File: src/rtl/core/bmslm_pkg.sv
`timescale 1ns / 1ps
`default_nettype none

package bmslm_pkg;

    // Width of the sample port and of the level result.
    localparam int SAMPLE_W = 24;
    localparam int LEVEL_W  = 15;

    // Register port.
    localparam int ADDR_W = 3;
    localparam int DATA_W = 32;
    localparam logic REG_LEVEL_MODE = 1'b0;

    typedef logic [1:0] t_level_mode;

    localparam t_level_mode MODE_INTEGRATED = 2'd0;
    localparam t_level_mode MODE_SHORT_TERM = 2'd1;
    localparam t_level_mode MODE_MOMENTARY  = 2'd2;
    localparam t_level_mode MODE_RMS        = 2'd3;

    // Fraction bits of the base-2 logarithm.
    localparam int LOG_FRAC = 20;

    // 1000*log10(2) in Q.24 is 5050445260. Its bits above 32 form exactly one,
    // so only the low word goes through the multiplier.
    localparam logic [31:0] CENTI_LOG2_LO = 32'd755477964;

    // 1e-6 in Q.31, added to the RMS value before the logarithm.
    localparam logic [31:0] EPS_Q31 = 32'd2147;

    // Upper bound of the scaled mean square.
    localparam logic [62:0] MEAN_CAP = 63'd1 << 62;

    // The RMS value is Q.31, so 31 comes off its logarithm.
    localparam logic signed [31:0] RMS_LOG_BASE = -(32'sd31 <<< LOG_FRAC);

    localparam logic signed [LEVEL_W-1:0] FLOOR_CENTI     = -15'sd12000;
    localparam logic signed [LEVEL_W-1:0] SILENT_CENTI    = -15'sd7000;
    localparam logic signed [LEVEL_W-1:0] SHORT_CENTI_OFS = 15'sd50;
    localparam logic signed [LEVEL_W-1:0] MOMENT_CENTI_OFS = 15'sd100;

    // Offsets of the Q.44 centi-dB value; ROUND_HALF is the half step that
    // makes the final shift round to nearest.
    localparam logic signed [63:0] ROUND_HALF    = 64'sd1 <<< 43;
    localparam logic signed [63:0] LOUD_OFS      = -((64'sd691 <<< 44) / 64'sd10);
    localparam logic signed [63:0] SHORT_OFS     = 64'sd50 <<< 44;
    localparam logic signed [63:0] MOMENT_OFS    = 64'sd100 <<< 44;

endpackage

`default_nettype wire

File: src/rtl/core/block_mean_square_level_meter_unit.sv
`timescale 1ns / 1ps
`default_nettype none

// Block level meter. Each input request carries one signed sample (the low
// SAMPLE_BITS bits of i_sample_value, a two's complement fraction); when
// i_has_sample is set it is squared and added to a saturating 63-bit sum,
// and a sample count goes up, until the count reaches MAX_SAMPLES, after
// which further samples are dropped. A request with i_block_last set closes
// the block: one output request then carries the level in hundredths of a
// dB, rounded to nearest, and the sum and count are cleared. Modes 0 to 2
// report 10*log10(mean square) - 0.691 dB, plus 0.5 dB for short-term and
// 1.0 dB for momentary; mode 3 reports 20*log10(rms + 1e-6). An empty block
// reads -70 dB plus the mode offset, and a block of pure silence, or any
// level below -120 dB, reads -120 dB with o_floor_hit set. The mode register
// lies at APB address 0 and must only be written while the meter is idle.
// A request that carries no counted sample and does not close the block
// is consumed without leaving idle; a counted sample is accepted, squared
// on the shared 32x32 multiplier, then added with saturation. Closing a
// block runs a sequencer over one shared multiplier and bit-serial units.
// In the loudness modes two base-2 logarithms are taken (sum, then count),
// each a one-bit-per-cycle normalizing shift and 20 squaring rounds,
// followed by scaling and rounding. In RMS mode a restoring divider, a
// square root and one logarithm run in turn, then scaling and rounding.
// The meter takes no new input request while closing, but a finished level
// waits in its output register, so the next block can start before the
// level is taken.
module block_mean_square_level_meter_unit #(
    parameter int SAMPLE_BITS = 24,
    parameter int MAX_SAMPLES = 65536
) (
    input  logic                                       i_clk,
    input  logic                                       i_rst_n,
    // APB register port
    input  logic                                       psel,
    input  logic                                       penable,
    input  logic                                       pwrite,
    input  logic [bmslm_pkg::ADDR_W-1:0]               paddr,
    input  logic [bmslm_pkg::DATA_W-1:0]               pwdata,
    output logic [bmslm_pkg::DATA_W-1:0]               prdata,
    output logic                                       pready,
    // Sample channel
    input  logic                                       i_in_valid,
    output logic                                       o_in_ready,
    input  logic signed [bmslm_pkg::SAMPLE_W-1:0]      i_sample_value,
    input  logic                                       i_has_sample,
    input  logic                                       i_block_last,
    // Level channel
    output logic                                       o_out_valid,
    input  logic                                       i_out_ready,
    output logic signed [bmslm_pkg::LEVEL_W-1:0]       o_level_centi_db,
    output logic                                       o_floor_hit
);
    import bmslm_pkg::*;

    // The mean square is sum / (count * 2^QBITS). The RMS path divides
    // sum * 2^DIV_SHIFT by the count, giving a Q.62 mean square.
    localparam int QBITS     = 2 * (SAMPLE_BITS - 1);
    localparam int DIV_SHIFT = 62 - QBITS;
    localparam int NUM_W     = 63 + DIV_SHIFT;
    localparam int CNT_W     = $clog2(NUM_W);
    localparam int TALLY_W   = $clog2(MAX_SAMPLES + 1);
    localparam logic [TALLY_W-1:0] TALLY_MAX = TALLY_W'(MAX_SAMPLES);
    localparam logic signed [31:0] LOUD_LOG_BASE = 32'(-(QBITS * (1 << LOG_FRAC)));

    // Sequencer states.
    localparam logic [3:0] ST_IDLE   = 4'd0;
    localparam logic [3:0] ST_SQR    = 4'd1;
    localparam logic [3:0] ST_ACC    = 4'd2;
    localparam logic [3:0] ST_CLOSE  = 4'd3;
    localparam logic [3:0] ST_DIV    = 4'd4;
    localparam logic [3:0] ST_SQINIT = 4'd5;
    localparam logic [3:0] ST_SQRT   = 4'd6;
    localparam logic [3:0] ST_SQEND  = 4'd7;
    localparam logic [3:0] ST_LNORM  = 4'd8;
    localparam logic [3:0] ST_LRND   = 4'd9;
    localparam logic [3:0] ST_LDONE  = 4'd10;
    localparam logic [3:0] ST_MUL    = 4'd11;
    localparam logic [3:0] ST_SUM    = 4'd12;
    localparam logic [3:0] ST_RND    = 4'd13;
    localparam logic [3:0] ST_DONE   = 4'd14;

    // Which operand the logarithm unit is working on.
    localparam logic [1:0] LSEL_SUM   = 2'd0;
    localparam logic [1:0] LSEL_TALLY = 2'd1;
    localparam logic [1:0] LSEL_RMS   = 2'd2;

    logic [3:0]                    r_state,      n_state;
    t_level_mode                   r_level_mode, n_level_mode;
    logic [62:0]                   r_sum,        n_sum;
    logic [TALLY_W-1:0]            r_tally,      n_tally;
    logic [SAMPLE_BITS-1:0]        r_mag,        n_mag;
    logic                          r_last,       n_last;
    logic [63:0]                   r_prod,       n_prod;
    logic [NUM_W-1:0]              r_num,        n_num;
    logic [TALLY_W-1:0]            r_rem,        n_rem;
    logic [62:0]                   r_q,          n_q;
    logic [63:0]                   r_root,       n_root;
    logic [63:0]                   r_bit,        n_bit;
    logic [CNT_W-1:0]              r_cnt,        n_cnt;
    logic [63:0]                   r_lv,         n_lv;
    logic [5:0]                    r_lp,         n_lp;
    logic [31:0]                   r_lm,         n_lm;
    logic [LOG_FRAC-1:0]           r_lf,         n_lf;
    logic [1:0]                    r_lsel,       n_lsel;
    logic signed [31:0]            r_acc,        n_acc;
    logic                          r_neg,        n_neg;
    logic signed [LEVEL_W-1:0]     r_centi,      n_centi;
    logic                          r_hit,        n_hit;
    logic                          r_out_valid,  n_out_valid;
    logic signed [LEVEL_W-1:0]     r_out_level,  n_out_level;
    logic                          r_out_hit,    n_out_hit;

    // Shared multiplier.
    logic [31:0]            mul_a;
    logic [31:0]            mul_b;
    logic [63:0]            mul_p;

    logic [SAMPLE_BITS-1:0] sample_raw;
    logic [SAMPLE_BITS-1:0] sample_mag;
    logic                   take_sample;
    logic [63:0]            acc_sum;
    logic [TALLY_W:0]       div_trial;
    logic                   div_ge;
    logic [TALLY_W-1:0]     div_diff;
    logic [64:0]            sq_trial;
    logic                   sq_ge;
    logic [32:0]            lrnd_sq;
    logic signed [31:0]     log_val;
    logic [31:0]            abs_acc;
    logic signed [63:0]     rnd_ofs;
    logic signed [63:0]     rnd_t;
    logic signed [19:0]     rnd_c;
    logic                   apb_write;

    assign pready      = 1'b1;
    assign apb_write   = psel && penable && pwrite;
    assign prdata      = (paddr[ADDR_W-1] == REG_LEVEL_MODE) ? DATA_W'(r_level_mode) : '0;

    assign o_in_ready       = (r_state == ST_IDLE);
    assign o_out_valid      = r_out_valid;
    assign o_level_centi_db = r_out_level;
    assign o_floor_hit      = r_out_hit;

    // Magnitude of the incoming sample; the most negative code maps to
    // 2^(SAMPLE_BITS-1), which still fits.
    assign sample_raw  = SAMPLE_BITS'($unsigned(i_sample_value));
    assign sample_mag  = sample_raw[SAMPLE_BITS-1] ? ('0 - sample_raw) : sample_raw;
    assign take_sample = i_has_sample && (r_tally < TALLY_MAX);

    assign acc_sum = {1'b0, r_sum} + r_prod;

    // Restoring division step.
    assign div_trial = {r_rem, r_num[NUM_W-1]};
    assign div_ge    = (div_trial >= {1'b0, r_tally});
    assign div_diff  = TALLY_W'(div_trial - {1'b0, r_tally});

    // Square root step.
    assign sq_trial = {1'b0, r_root} + {1'b0, r_bit};
    assign sq_ge    = ({2'b00, r_q} >= sq_trial);

    // Logarithm squaring round: mantissa squared, back to Q1.31.
    assign lrnd_sq = mul_p[63:31];
    assign log_val = $signed(32'({r_lp, r_lf}));

    assign abs_acc = r_acc[31] ? 32'(-r_acc) : 32'(r_acc);

    always_comb begin
        mul_a = '0;
        mul_b = '0;
        unique case (r_state)
            ST_SQR: begin
                mul_a = 32'(r_mag);
                mul_b = 32'(r_mag);
            end
            ST_LRND: begin
                mul_a = r_lm;
                mul_b = r_lm;
            end
            ST_MUL: begin
                mul_a = abs_acc;
                mul_b = CENTI_LOG2_LO;
            end
            default: begin
                mul_a = '0;
                mul_b = '0;
            end
        endcase
    end

    assign mul_p = 64'(mul_a) * 64'(mul_b);

    always_comb begin
        case (r_level_mode)
            MODE_INTEGRATED: rnd_ofs = LOUD_OFS + ROUND_HALF;
            MODE_SHORT_TERM: rnd_ofs = LOUD_OFS + SHORT_OFS + ROUND_HALF;
            MODE_MOMENTARY:  rnd_ofs = LOUD_OFS + MOMENT_OFS + ROUND_HALF;
            default:         rnd_ofs = ROUND_HALF;
        endcase
    end

    assign rnd_t = r_neg ? (rnd_ofs - $signed(r_prod)) : (rnd_ofs + $signed(r_prod));
    assign rnd_c = rnd_t[63:44];

    always_comb begin
        n_state      = r_state;
        n_level_mode = r_level_mode;
        n_sum        = r_sum;
        n_tally      = r_tally;
        n_mag        = r_mag;
        n_last       = r_last;
        n_prod       = r_prod;
        n_num        = r_num;
        n_rem        = r_rem;
        n_q          = r_q;
        n_root       = r_root;
        n_bit        = r_bit;
        n_cnt        = r_cnt;
        n_lv         = r_lv;
        n_lp         = r_lp;
        n_lm         = r_lm;
        n_lf         = r_lf;
        n_lsel       = r_lsel;
        n_acc        = r_acc;
        n_neg        = r_neg;
        n_centi      = r_centi;
        n_hit        = r_hit;
        n_out_valid  = r_out_valid && !i_out_ready;
        n_out_level  = r_out_level;
        n_out_hit    = r_out_hit;

        if (apb_write && (paddr[ADDR_W-1] == REG_LEVEL_MODE)) begin
            n_level_mode = pwdata[1:0];
        end

        unique case (r_state)
            ST_IDLE: begin
                if (i_in_valid) begin
                    n_mag  = sample_mag;
                    n_last = i_block_last;
                    if (take_sample) begin
                        n_state = ST_SQR;
                    end else if (i_block_last) begin
                        n_state = ST_CLOSE;
                    end
                end
            end
            ST_SQR: begin
                n_prod  = mul_p;
                n_state = ST_ACC;
            end
            ST_ACC: begin
                // The sum saturates rather than wrapping.
                n_sum   = acc_sum[63] ? '1 : acc_sum[62:0];
                n_tally = r_tally + 1'b1;
                n_state = r_last ? ST_CLOSE : ST_IDLE;
            end
            ST_CLOSE: begin
                if (r_tally == '0) begin
                    // Empty block: the silent level still takes the mode offset.
                    n_hit = 1'b0;
                    case (r_level_mode)
                        MODE_SHORT_TERM: n_centi = SILENT_CENTI + SHORT_CENTI_OFS;
                        MODE_MOMENTARY:  n_centi = SILENT_CENTI + MOMENT_CENTI_OFS;
                        default:         n_centi = SILENT_CENTI;
                    endcase
                    n_state = ST_DONE;
                end else if (r_sum == '0) begin
                    n_centi = FLOOR_CENTI;
                    n_hit   = 1'b1;
                    n_state = ST_DONE;
                end else if (r_level_mode == MODE_RMS) begin
                    n_num   = NUM_W'(r_sum) << DIV_SHIFT;
                    n_rem   = '0;
                    n_q     = '0;
                    n_cnt   = CNT_W'(NUM_W - 1);
                    n_state = ST_DIV;
                end else begin
                    n_lv    = {1'b0, r_sum};
                    n_lp    = '1;
                    n_lsel  = LSEL_SUM;
                    n_acc   = LOUD_LOG_BASE;
                    n_state = ST_LNORM;
                end
            end
            ST_DIV: begin
                // The quotient never exceeds 2^62, so its top bits are dropped.
                n_rem = div_ge ? div_diff : div_trial[TALLY_W-1:0];
                n_q   = {r_q[61:0], div_ge};
                n_num = r_num << 1;
                n_cnt = r_cnt - 1'b1;
                if (r_cnt == '0) begin
                    n_state = ST_SQINIT;
                end
            end
            ST_SQINIT: begin
                n_q     = (r_q > MEAN_CAP) ? MEAN_CAP : r_q;
                n_root  = '0;
                n_bit   = 64'd1 << 62;
                n_cnt   = CNT_W'(31);
                n_state = ST_SQRT;
            end
            ST_SQRT: begin
                if (sq_ge) begin
                    n_q    = r_q - sq_trial[62:0];
                    n_root = (r_root >> 1) + r_bit;
                end else begin
                    n_root = r_root >> 1;
                end
                n_bit = r_bit >> 2;
                n_cnt = r_cnt - 1'b1;
                if (r_cnt == '0) begin
                    n_state = ST_SQEND;
                end
            end
            ST_SQEND: begin
                // The root is at most 2^31, so the offset sum stays in 32 bits.
                n_lv    = 64'(r_root[31:0] + EPS_Q31);
                n_lp    = '1;
                n_lsel  = LSEL_RMS;
                n_acc   = RMS_LOG_BASE;
                n_state = ST_LNORM;
            end
            ST_LNORM: begin
                if (r_lv[63]) begin
                    n_lm    = r_lv[63:32];
                    n_lf    = '0;
                    n_cnt   = CNT_W'(LOG_FRAC - 1);
                    n_state = ST_LRND;
                end else begin
                    n_lv = r_lv << 1;
                    n_lp = r_lp - 1'b1;
                end
            end
            ST_LRND: begin
                n_lm  = lrnd_sq[32] ? lrnd_sq[32:1] : lrnd_sq[31:0];
                n_lf  = {r_lf[LOG_FRAC-2:0], lrnd_sq[32]};
                n_cnt = r_cnt - 1'b1;
                if (r_cnt == '0) begin
                    n_state = ST_LDONE;
                end
            end
            ST_LDONE: begin
                case (r_lsel)
                    LSEL_SUM: begin
                        n_acc   = r_acc + log_val;
                        n_lv    = 64'(r_tally);
                        n_lp    = '1;
                        n_lsel  = LSEL_TALLY;
                        n_state = ST_LNORM;
                    end
                    LSEL_TALLY: begin
                        n_acc   = r_acc - log_val;
                        n_state = ST_MUL;
                    end
                    default: begin
                        // RMS scale is twice the loudness scale.
                        n_acc   = (r_acc + log_val) <<< 1;
                        n_state = ST_MUL;
                    end
                endcase
            end
            ST_MUL: begin
                n_prod  = mul_p;
                n_neg   = r_acc[31];
                n_state = ST_SUM;
            end
            ST_SUM: begin
                // The high word of the scale constant is one.
                n_prod  = r_prod + {abs_acc, 32'd0};
                n_state = ST_RND;
            end
            ST_RND: begin
                if (rnd_c < FLOOR_CENTI) begin
                    n_centi = FLOOR_CENTI;
                    n_hit   = 1'b1;
                end else begin
                    n_centi = rnd_c[LEVEL_W-1:0];
                    n_hit   = 1'b0;
                end
                n_state = ST_DONE;
            end
            ST_DONE: begin
                if (!r_out_valid || i_out_ready) begin
                    n_out_valid = 1'b1;
                    n_out_level = r_centi;
                    n_out_hit   = r_hit;
                    n_sum       = '0;
                    n_tally     = '0;
                    n_state     = ST_IDLE;
                end
            end
            default: begin
                n_state = ST_IDLE;
            end
        endcase
    end

    always_ff @(posedge i_clk) begin
        if (!i_rst_n) begin
            r_state      <= ST_IDLE;
            r_level_mode <= MODE_INTEGRATED;
            r_sum        <= '0;
            r_tally      <= '0;
            r_out_valid  <= 1'b0;
        end else begin
            r_state      <= n_state;
            r_level_mode <= n_level_mode;
            r_sum        <= n_sum;
            r_tally      <= n_tally;
            r_out_valid  <= n_out_valid;
        end
    end

    always_ff @(posedge i_clk) begin
        r_mag       <= n_mag;
        r_last      <= n_last;
        r_prod      <= n_prod;
        r_num       <= n_num;
        r_rem       <= n_rem;
        r_q         <= n_q;
        r_root      <= n_root;
        r_bit       <= n_bit;
        r_cnt       <= n_cnt;
        r_lv        <= n_lv;
        r_lp        <= n_lp;
        r_lm        <= n_lm;
        r_lf        <= n_lf;
        r_lsel      <= n_lsel;
        r_acc       <= n_acc;
        r_neg       <= n_neg;
        r_centi     <= n_centi;
        r_hit       <= n_hit;
        r_out_level <= n_out_level;
        r_out_hit   <= n_out_hit;
    end

    // A sample is only added while the count still has room.
    a_tally_room: assert property (@(posedge i_clk) disable iff (!i_rst_n)
        (r_state == ST_ACC) |-> (r_tally < TALLY_MAX))
        else $error("sample added to a full block");

    // Handing a level to the output register clears the block.
    a_clear_on_result: assert property (@(posedge i_clk) disable iff (!i_rst_n)
        ((r_state == ST_DONE) && (!r_out_valid || i_out_ready)) |=>
        (o_out_valid && (r_sum == '0) && (r_tally == '0) && (r_state == ST_IDLE)))
        else $error("accumulators not cleared after a result");

    // The floor flag only goes with the floor level.
    a_floor_level: assert property (@(posedge i_clk) disable iff (!i_rst_n)
        (o_out_valid && o_floor_hit) |-> (o_level_centi_db == FLOOR_CENTI))
        else $error("floor flag set away from the floor level");

endmodule

`default_nettype wire

File: config.mk
export PLATFORM = sky130hd
export DESIGN_NAME = block_mean_square_level_meter_unit
export DESIGN_NICKNAME = d
export VERILOG_FILES = /design/src/rtl/core/bmslm_pkg.sv /design/src/rtl/core/block_mean_square_level_meter_unit.sv
export SDC_FILE = /design/constraint.sdc
export NUM_CORES = 2
export LEC_CHECK = 0
export BUFFER_PORTS_ARGS = -buffer_cell sky130_fd_sc_hd__buf_4
export CAP_MARGIN = 10
export CORE_MARGIN = 10
export CORE_UTILIZATION = 35
export CTS_CLUSTER_DIAMETER = 150
export DETAILED_ROUTE_END_ITERATION = 8
export PLACE_DENSITY = 0.6
export RECOVER_POWER = 25
export SYNTH_ARGS = -nofsm -noshare
export SYNTH_HDL_FRONTEND = slang
export SYNTH_SLANG_ARGS = --single-unit
File: constraint.sdc
create_clock -name i_clk -period 37.8 [get_ports i_clk]
set_input_delay 3.78 -clock i_clk [delete_from_list [all_inputs] [get_ports i_clk]]
set_output_delay 3.78 -clock i_clk [all_outputs]
set_load 0.01 [all_outputs]
== After elaboration in Yosys (flattened, before gate mapping) ==
Index checks and enable logic that the tools add are counted.
Storage, ports and cells
  input port bits: 68
  register bits after elaboration: 659
Cells by class
  magnitude comparators: 5
  reduce and logical (&&, ||, !) cells: 39
  muxes and demuxes: 88
  add/sub/neg operators: 16
  bitwise logic cells: 1
  multiply operators: 1
  equal/unequal tests: 34
Operator list (count)
  $mux W64: 7
  $mux W63: 7
  $pmux W64 S2: 3
  $pmux W32 S3: 3
  $pmux W64 S4: 1
  $pmux W63 S4: 1
  $mux W79: 3
  $mux W32: 6
  $pmux W64 S3: 1
  $pmux W79 S2: 1
  $add A63 B64 Y64: 2
  $add A64 B64 Y64: 2
  $pmux W32 S2: 2
  $pmux W63 S2: 1
  $mux W17: 5
  $pmux W17 S2: 2
  $add A64 B64 Y65: 1
  $ge A63 B65 Y1: 1
  $mul A32 B32 Y64: 1
  $sub A64 B64 Y64: 1
  $gt A63 B63 Y1 const B: 1
  $logic_not A63 Y1: 1
  $sub A63 B63 Y63: 1
  $pmux W4 S15: 1
  54 further kinds: 129

== Depth between registers and ports, before layout ==
  word-level depth: 7
  depth in mapped cells: 43

== Least setup slack after synthesis ==
OpenSTA, ideal clock, no wires.
  kind: flip-flop to flip-flop
  start: register r_root[2]
  end: register r_q[0], enable pin
  period minus slack after synthesis: 15961 ps
  buffers on the path: 1
  setup slack: 21839 ps
  data required time: 36979 ps
  arrival time: 15140 ps
  stages on the path, launching flop included: 28
  setup time: 821 ps
  path through: edfxtp_1 -> ha_1 -> a21o_1 -> a21oi_1 -> o21ai_1 -> a21boi_0 -> o21ai_1 -> o21a_1 -> a211o_1 -> a31o_2 -> a31oi_1 -> o21bai_1 -> a31oi_1 -> o21bai_1 -> nor2b_1 -> o21ai_0 -> xor2_1 -> ha_1 -> and3_1 -> and3_1 -> and4_1 -> nand2_1 -> o21ai_0 -> nor4_1 -> nor3b_2 -> buf_2 -> nor2_1 -> a2111oi_0
Between the ends
  word-level cells in the longest chain between the ends: 4
RTL lines
  from (decl): line block_mean_square_level_meter_unit.sv:97  | logic [63:0] r_root, n_root;
  from (signal assigned): line block_mean_square_level_meter_unit.sv:421  | r_root <= n_root;
  $add A64 B64 Y65: line block_mean_square_level_meter_unit.sv:158  | assign sq_trial = {1'b0, r_root} + {1'b0, r_bit};
  $ge A63 B65 Y1: line block_mean_square_level_meter_unit.sv:159  | assign sq_ge = ({2'b00, r_q} >= sq_trial);
  $ne A2 B2 Y1 (no source line)
  $reduce_and A6 Y1 (no source line)
  to (signal assigned): line block_mean_square_level_meter_unit.sv:420  | r_q <= n_q;
  to (decl): line block_mean_square_level_meter_unit.sv:96  | logic [62:0] r_q, n_q;
No other way between the ends.
A chain may end at the register's enable or synchronous reset.

== Final worst setup path ==
  start: register r_state[0]
  end: register r_lm[30], data pin
Between the ends
  word-level cells in the longest chain between the ends: 5
  elaborated cells between the ends (all ways): 9
  classes of those cells: 1 x mul; 4 x eq/ne; 4 x mux
RTL lines
  from (decl): line block_mean_square_level_meter_unit.sv:87  | logic [3:0] r_state, n_state;
  from (signal assigned): line block_mean_square_level_meter_unit.sv:406  | r_state <= n_state;
  $eq A4 B4 Y1 (tied with other cells): line block_mean_square_level_meter_unit.sv:170  | unique case (r_state)
  $pmux W32 S3: line block_mean_square_level_meter_unit.sv:170
  $mul A32 B32 Y64: line block_mean_square_level_meter_unit.sv:190  | assign mul_p = 64'(mul_a) * 64'(mul_b);
  $mux W32: line block_mean_square_level_meter_unit.sv:335  | n_lm = lrnd_sq[32] ? lrnd_sq[32:1] : lrnd_sq[31:0];
  $pmux W32 S2 *: line block_mean_square_level_meter_unit.sv:235  | unique case (r_state)
  named net n_lm[30]: line block_mean_square_level_meter_unit.sv:102  | logic [31:0] r_lm, n_lm;
  to (signal assigned): line block_mean_square_level_meter_unit.sv:426  | r_lm <= n_lm;
  to (decl): line block_mean_square_level_meter_unit.sv:102
Mark *: on every way through the listed nets, which the timed path passes. The rest lies on a longest branch.

==> out/qor.txt <==
Outcome: finished, violations left
Failing checks: max-capacitance violations, max-slew violations
Pins Over Slew Limit: 512
Final ANT Viol Nets: 0
Async set or reset register ratio after synthesis: 0
Cell at the slowest stage of the critical path: clkbuf_1
Hold/Removal Path Class: reg2reg
Synthesized instance count: 8878
Maximum level of the CTS H-tree: 3
Most common cell after layout, fill and taps aside: nand2_1
CORE AREA: 222100 sq um
CTS clk-pin slew, worst paths: 0.06 ns
Largest net degree at the start of global routing: 82
Fraction of layout cells with a size suffix above 1: 0.04523
Global route overflow: 0
Post-synthesis sequential area ratio: 0.2241
Post-synth EDFFs: 524
Setup Fix Bufs, Post-CTS: 0
Nets: 10320
Final WL: 246.8 mm
Cts hold-fix bufs: 0
Initial core utilization: 0.3512
Die Wd: 492.1 um
WL/cell: 20.96 um
Post-Route Utilization: 0.3789
Crit-path max cell delay: 1.59 ns
Top FF cell, synth: edfxtp_1
Max Clk Rate: 70.45 MHz
Worst setup path class: reg2reg
Residual DRC count: 0
Synth Cell Area: 78000 sq um
CP endpoint kind: register
Leak pwr: 37.62 nW
DPL Wire Length: 188.7 mm
Hold EP: o_level_centi_db[3]$_DFFE_PP_
WP buf/inv: 10
Post-cts sizing count: 0
Fillers: 22490
Port Buffers: 55
Power Internal: 0.002296 W
Startpoint Class: register
Area grow syn2layout: 7.889%
Clk sinks: 611
Period utilization: 0.3755
Vias per cell: 5.411
Actual slew at the worst max-slew pin: 3.699 ns
R2R depth: 38
Worst hold start: r_centi[3]$_DFFE_PP_
Cell Rows: 173
Die boundary height: 492.1 um
Max_cap viols: 10
Worst r2r dst: r_lm[30]$_DFFE_PP_
Buffer levels on the longest clock path: 3
Number of global-route vias before repair: 63610
Net switching power: 0.002205 W
CP Max Fanout: 46
Yosys cell types: 107
Crit path max-delay family: buffers and inverters
Data arrival time of the worst path: 14.66 ns
Pwr dens: 53.49 nW/um^2
Worst-skew pair later-pin latency: 0.71 ns
Combinational share of power: 0.567
DIE AREA: 242100 sq um
RSZ-0062 raised after global routing: false
Antenna violations before repair: 9
Final Critical Period: 14.20 ns
Clock power frac: 0.167
Sw Share: 0.4898
Hold Path Stages: 0
I/O pin count: 119
R2R Setup Slk: 23.60 ns
Seq pwr share: 0.266
Gr usage total: 0.1982
Setup tns final: 0 ns
VDD IR max: 0.00004074 V
Most frequent cells in the layout: 1212 x nand2_1, 1198 x inv_1, 985 x nor2_1
Synthesized flop and latch total: 611
Drt first pass iters: 6
CTS Root Cell: clkbuf_16
Final hold viol count: 0
Slew margin rel.: -1.466
Avg Inst Size Synth: 8.786 sq um
First DRT Iteration DRCs: 5389
Synth Warn #: 0
R2R Path Start: r_state[0]$_SDFFE_PN0P_
CTS tree: done
Via Count: 63720
# setup viols final: 0
Cts bufs inserted: 76
CP required: 38.26 ns
First-pass GRT wire length: 378.9 mm
Placer Congestion: 0.9538
Clock Skews: 0.03605 ns
## synthesized netlist by cell type, drive strengths merged, types with 17 or more instances
cell type     n  area share
o31ai        40      0.0041
o41ai        21      0.0026
a31o         19      0.0021
edfxtp      524        0.20
nand4        76      0.0061
o311a        36      0.0046
nor3         79      0.0051
nand3        73      0.0047
fa          902        0.23
a21oi       392       0.025
and2         68      0.0055
xor2        207       0.023
nand2      1215       0.058
xnor2       340       0.038
o21a         45      0.0043
or2          22      0.0018
a31oi        97      0.0078
and3         52      0.0042
inv        1200       0.058
o21ai       388       0.025
nor4         72      0.0060
or3          34      0.0027
o21bai       59      0.0057
a22o         40      0.0045
clkbuf      359       0.017
mux2i        56      0.0072
a22oi        35      0.0034
a21boi       36      0.0035
a211o        18      0.0020
ha          611       0.098
a21o        167       0.016
buf          77      0.0056
dfxtp        87       0.022
a221oi       17      0.0020
nor2b        84      0.0067
nor2        991       0.048
nand2b       60      0.0048
a211oi       74      0.0072
## layer usage
layer  GRT usage  vias to the layer above  part of all wire
met5   0.0003967                        -           0.00023
met4     0.09805                       10             0.058
met1      0.2626                    31530              0.41
li1            -                    29090                 -
met2      0.3098                     2507              0.44
met3     0.03689                      591             0.084
## sequential cells by signal, indices dropped and copies added, names as in the netlist, 17 cells and up
register	count
r_acc	32
r_bit	32
r_lf	20
r_lm	32
r_lv	64
r_mag	24
r_num	63
r_prod	64
r_q	63
r_rem	17
r_root	64
r_sum	63
r_tally	17
## power by group through the flow
stage               sequential [W]  combinational, W  clock (W)
floorplan                  0.00108           0.00180          0
global placement           0.00120           0.00247          0
detailed placement         0.00120           0.00251          0
CTS                        0.00119           0.00253   0.000770
global route               0.00121           0.00281   0.000796
finish                     0.00120           0.00255   0.000751
## how the worst max path moves through the flow
stage,startpoint,endpoint,depth (start not counted)
2_1_floorplan,r_root[2]$_SDFFCE_PN0P_,r_q[0]$_DFFE_PP_,27
3_3_place_gp,r_acc[0]$_DFFE_PP_,r_lm[30]$_DFFE_PP_,41
3_5_place_dp,r_acc[0]$_DFFE_PP_,r_lm[30]$_DFFE_PP_,41
4_1_cts,r_acc[0]$_DFFE_PP_,r_lm[30]$_DFFE_PP_,41
5_1_grt,r_state[0]$_SDFFE_PN0P_,r_lm[30]$_DFFE_PP_,38
6_report,r_state[0]$_SDFFE_PN0P_,r_lm[30]$_DFFE_PP_,38
## final cells by class
cell class / count / area, sq um / share of cell area
diodes: 2 / 5.005 / 0.00005947
clock buffers: 100 / 2022 / 0.02403
clock inverters: 35 / 471.7 / 0.005605
inverters: 1211 / 4547 / 0.05403
multi-input cells: 6649 / 54490 / 0.6476
flip-flops and latches: 611 / 17480 / 0.2077
well taps: 2975 / 3722 / 0.04423
repair buffers: 194 / 1415 / 0.01682
## per-stage QoR
stage / total power [W] / std cells / hold WS, ns / setup slack, ns / instance area (sq um)
after detailed placement: 0.003714 / 11640 / 0.4045 / 24.58 / 81700
after global routing: 0.004817 / 11780 / 0.4351 / 22.90 / 84150
after global placement: 0.003670 / 11640 / 0.4059 / 24.75 / 81700
after floorplan: 0.002881 / 8907 / 0.4003 / 21.84 / 78110
after CTS: 0.004488 / 11770 / 0.4185 / 24.51 / 84190
final: 0.004502 / 11780 / 0.4179 / 23.60 / 84150
## worst register-to-register path, delay by kind of cell, from the launching register on
family,cells,cell delay [ns]
buf+inv,10,3.87
compound gates,12,3.85
fa+ha+maj,9,3.69
simple gates,6,1.68
flops,1,0.59
mux,1,0.30
## cell families after synthesis
group,Yosys count,share of synthesized area
and+or+nand+nor,2889,0.1605
buffers and inverters,1647,0.08121
AOI/OAI and AO/OA,1609,0.1352
adders and majority gates,1513,0.3295
DFF,611,0.2241
xor gates and xnor gates,547,0.06161
muxes,60,0.007764
other,2,0.00009628
Note: power is estimated with default switching activity, not from simulation.
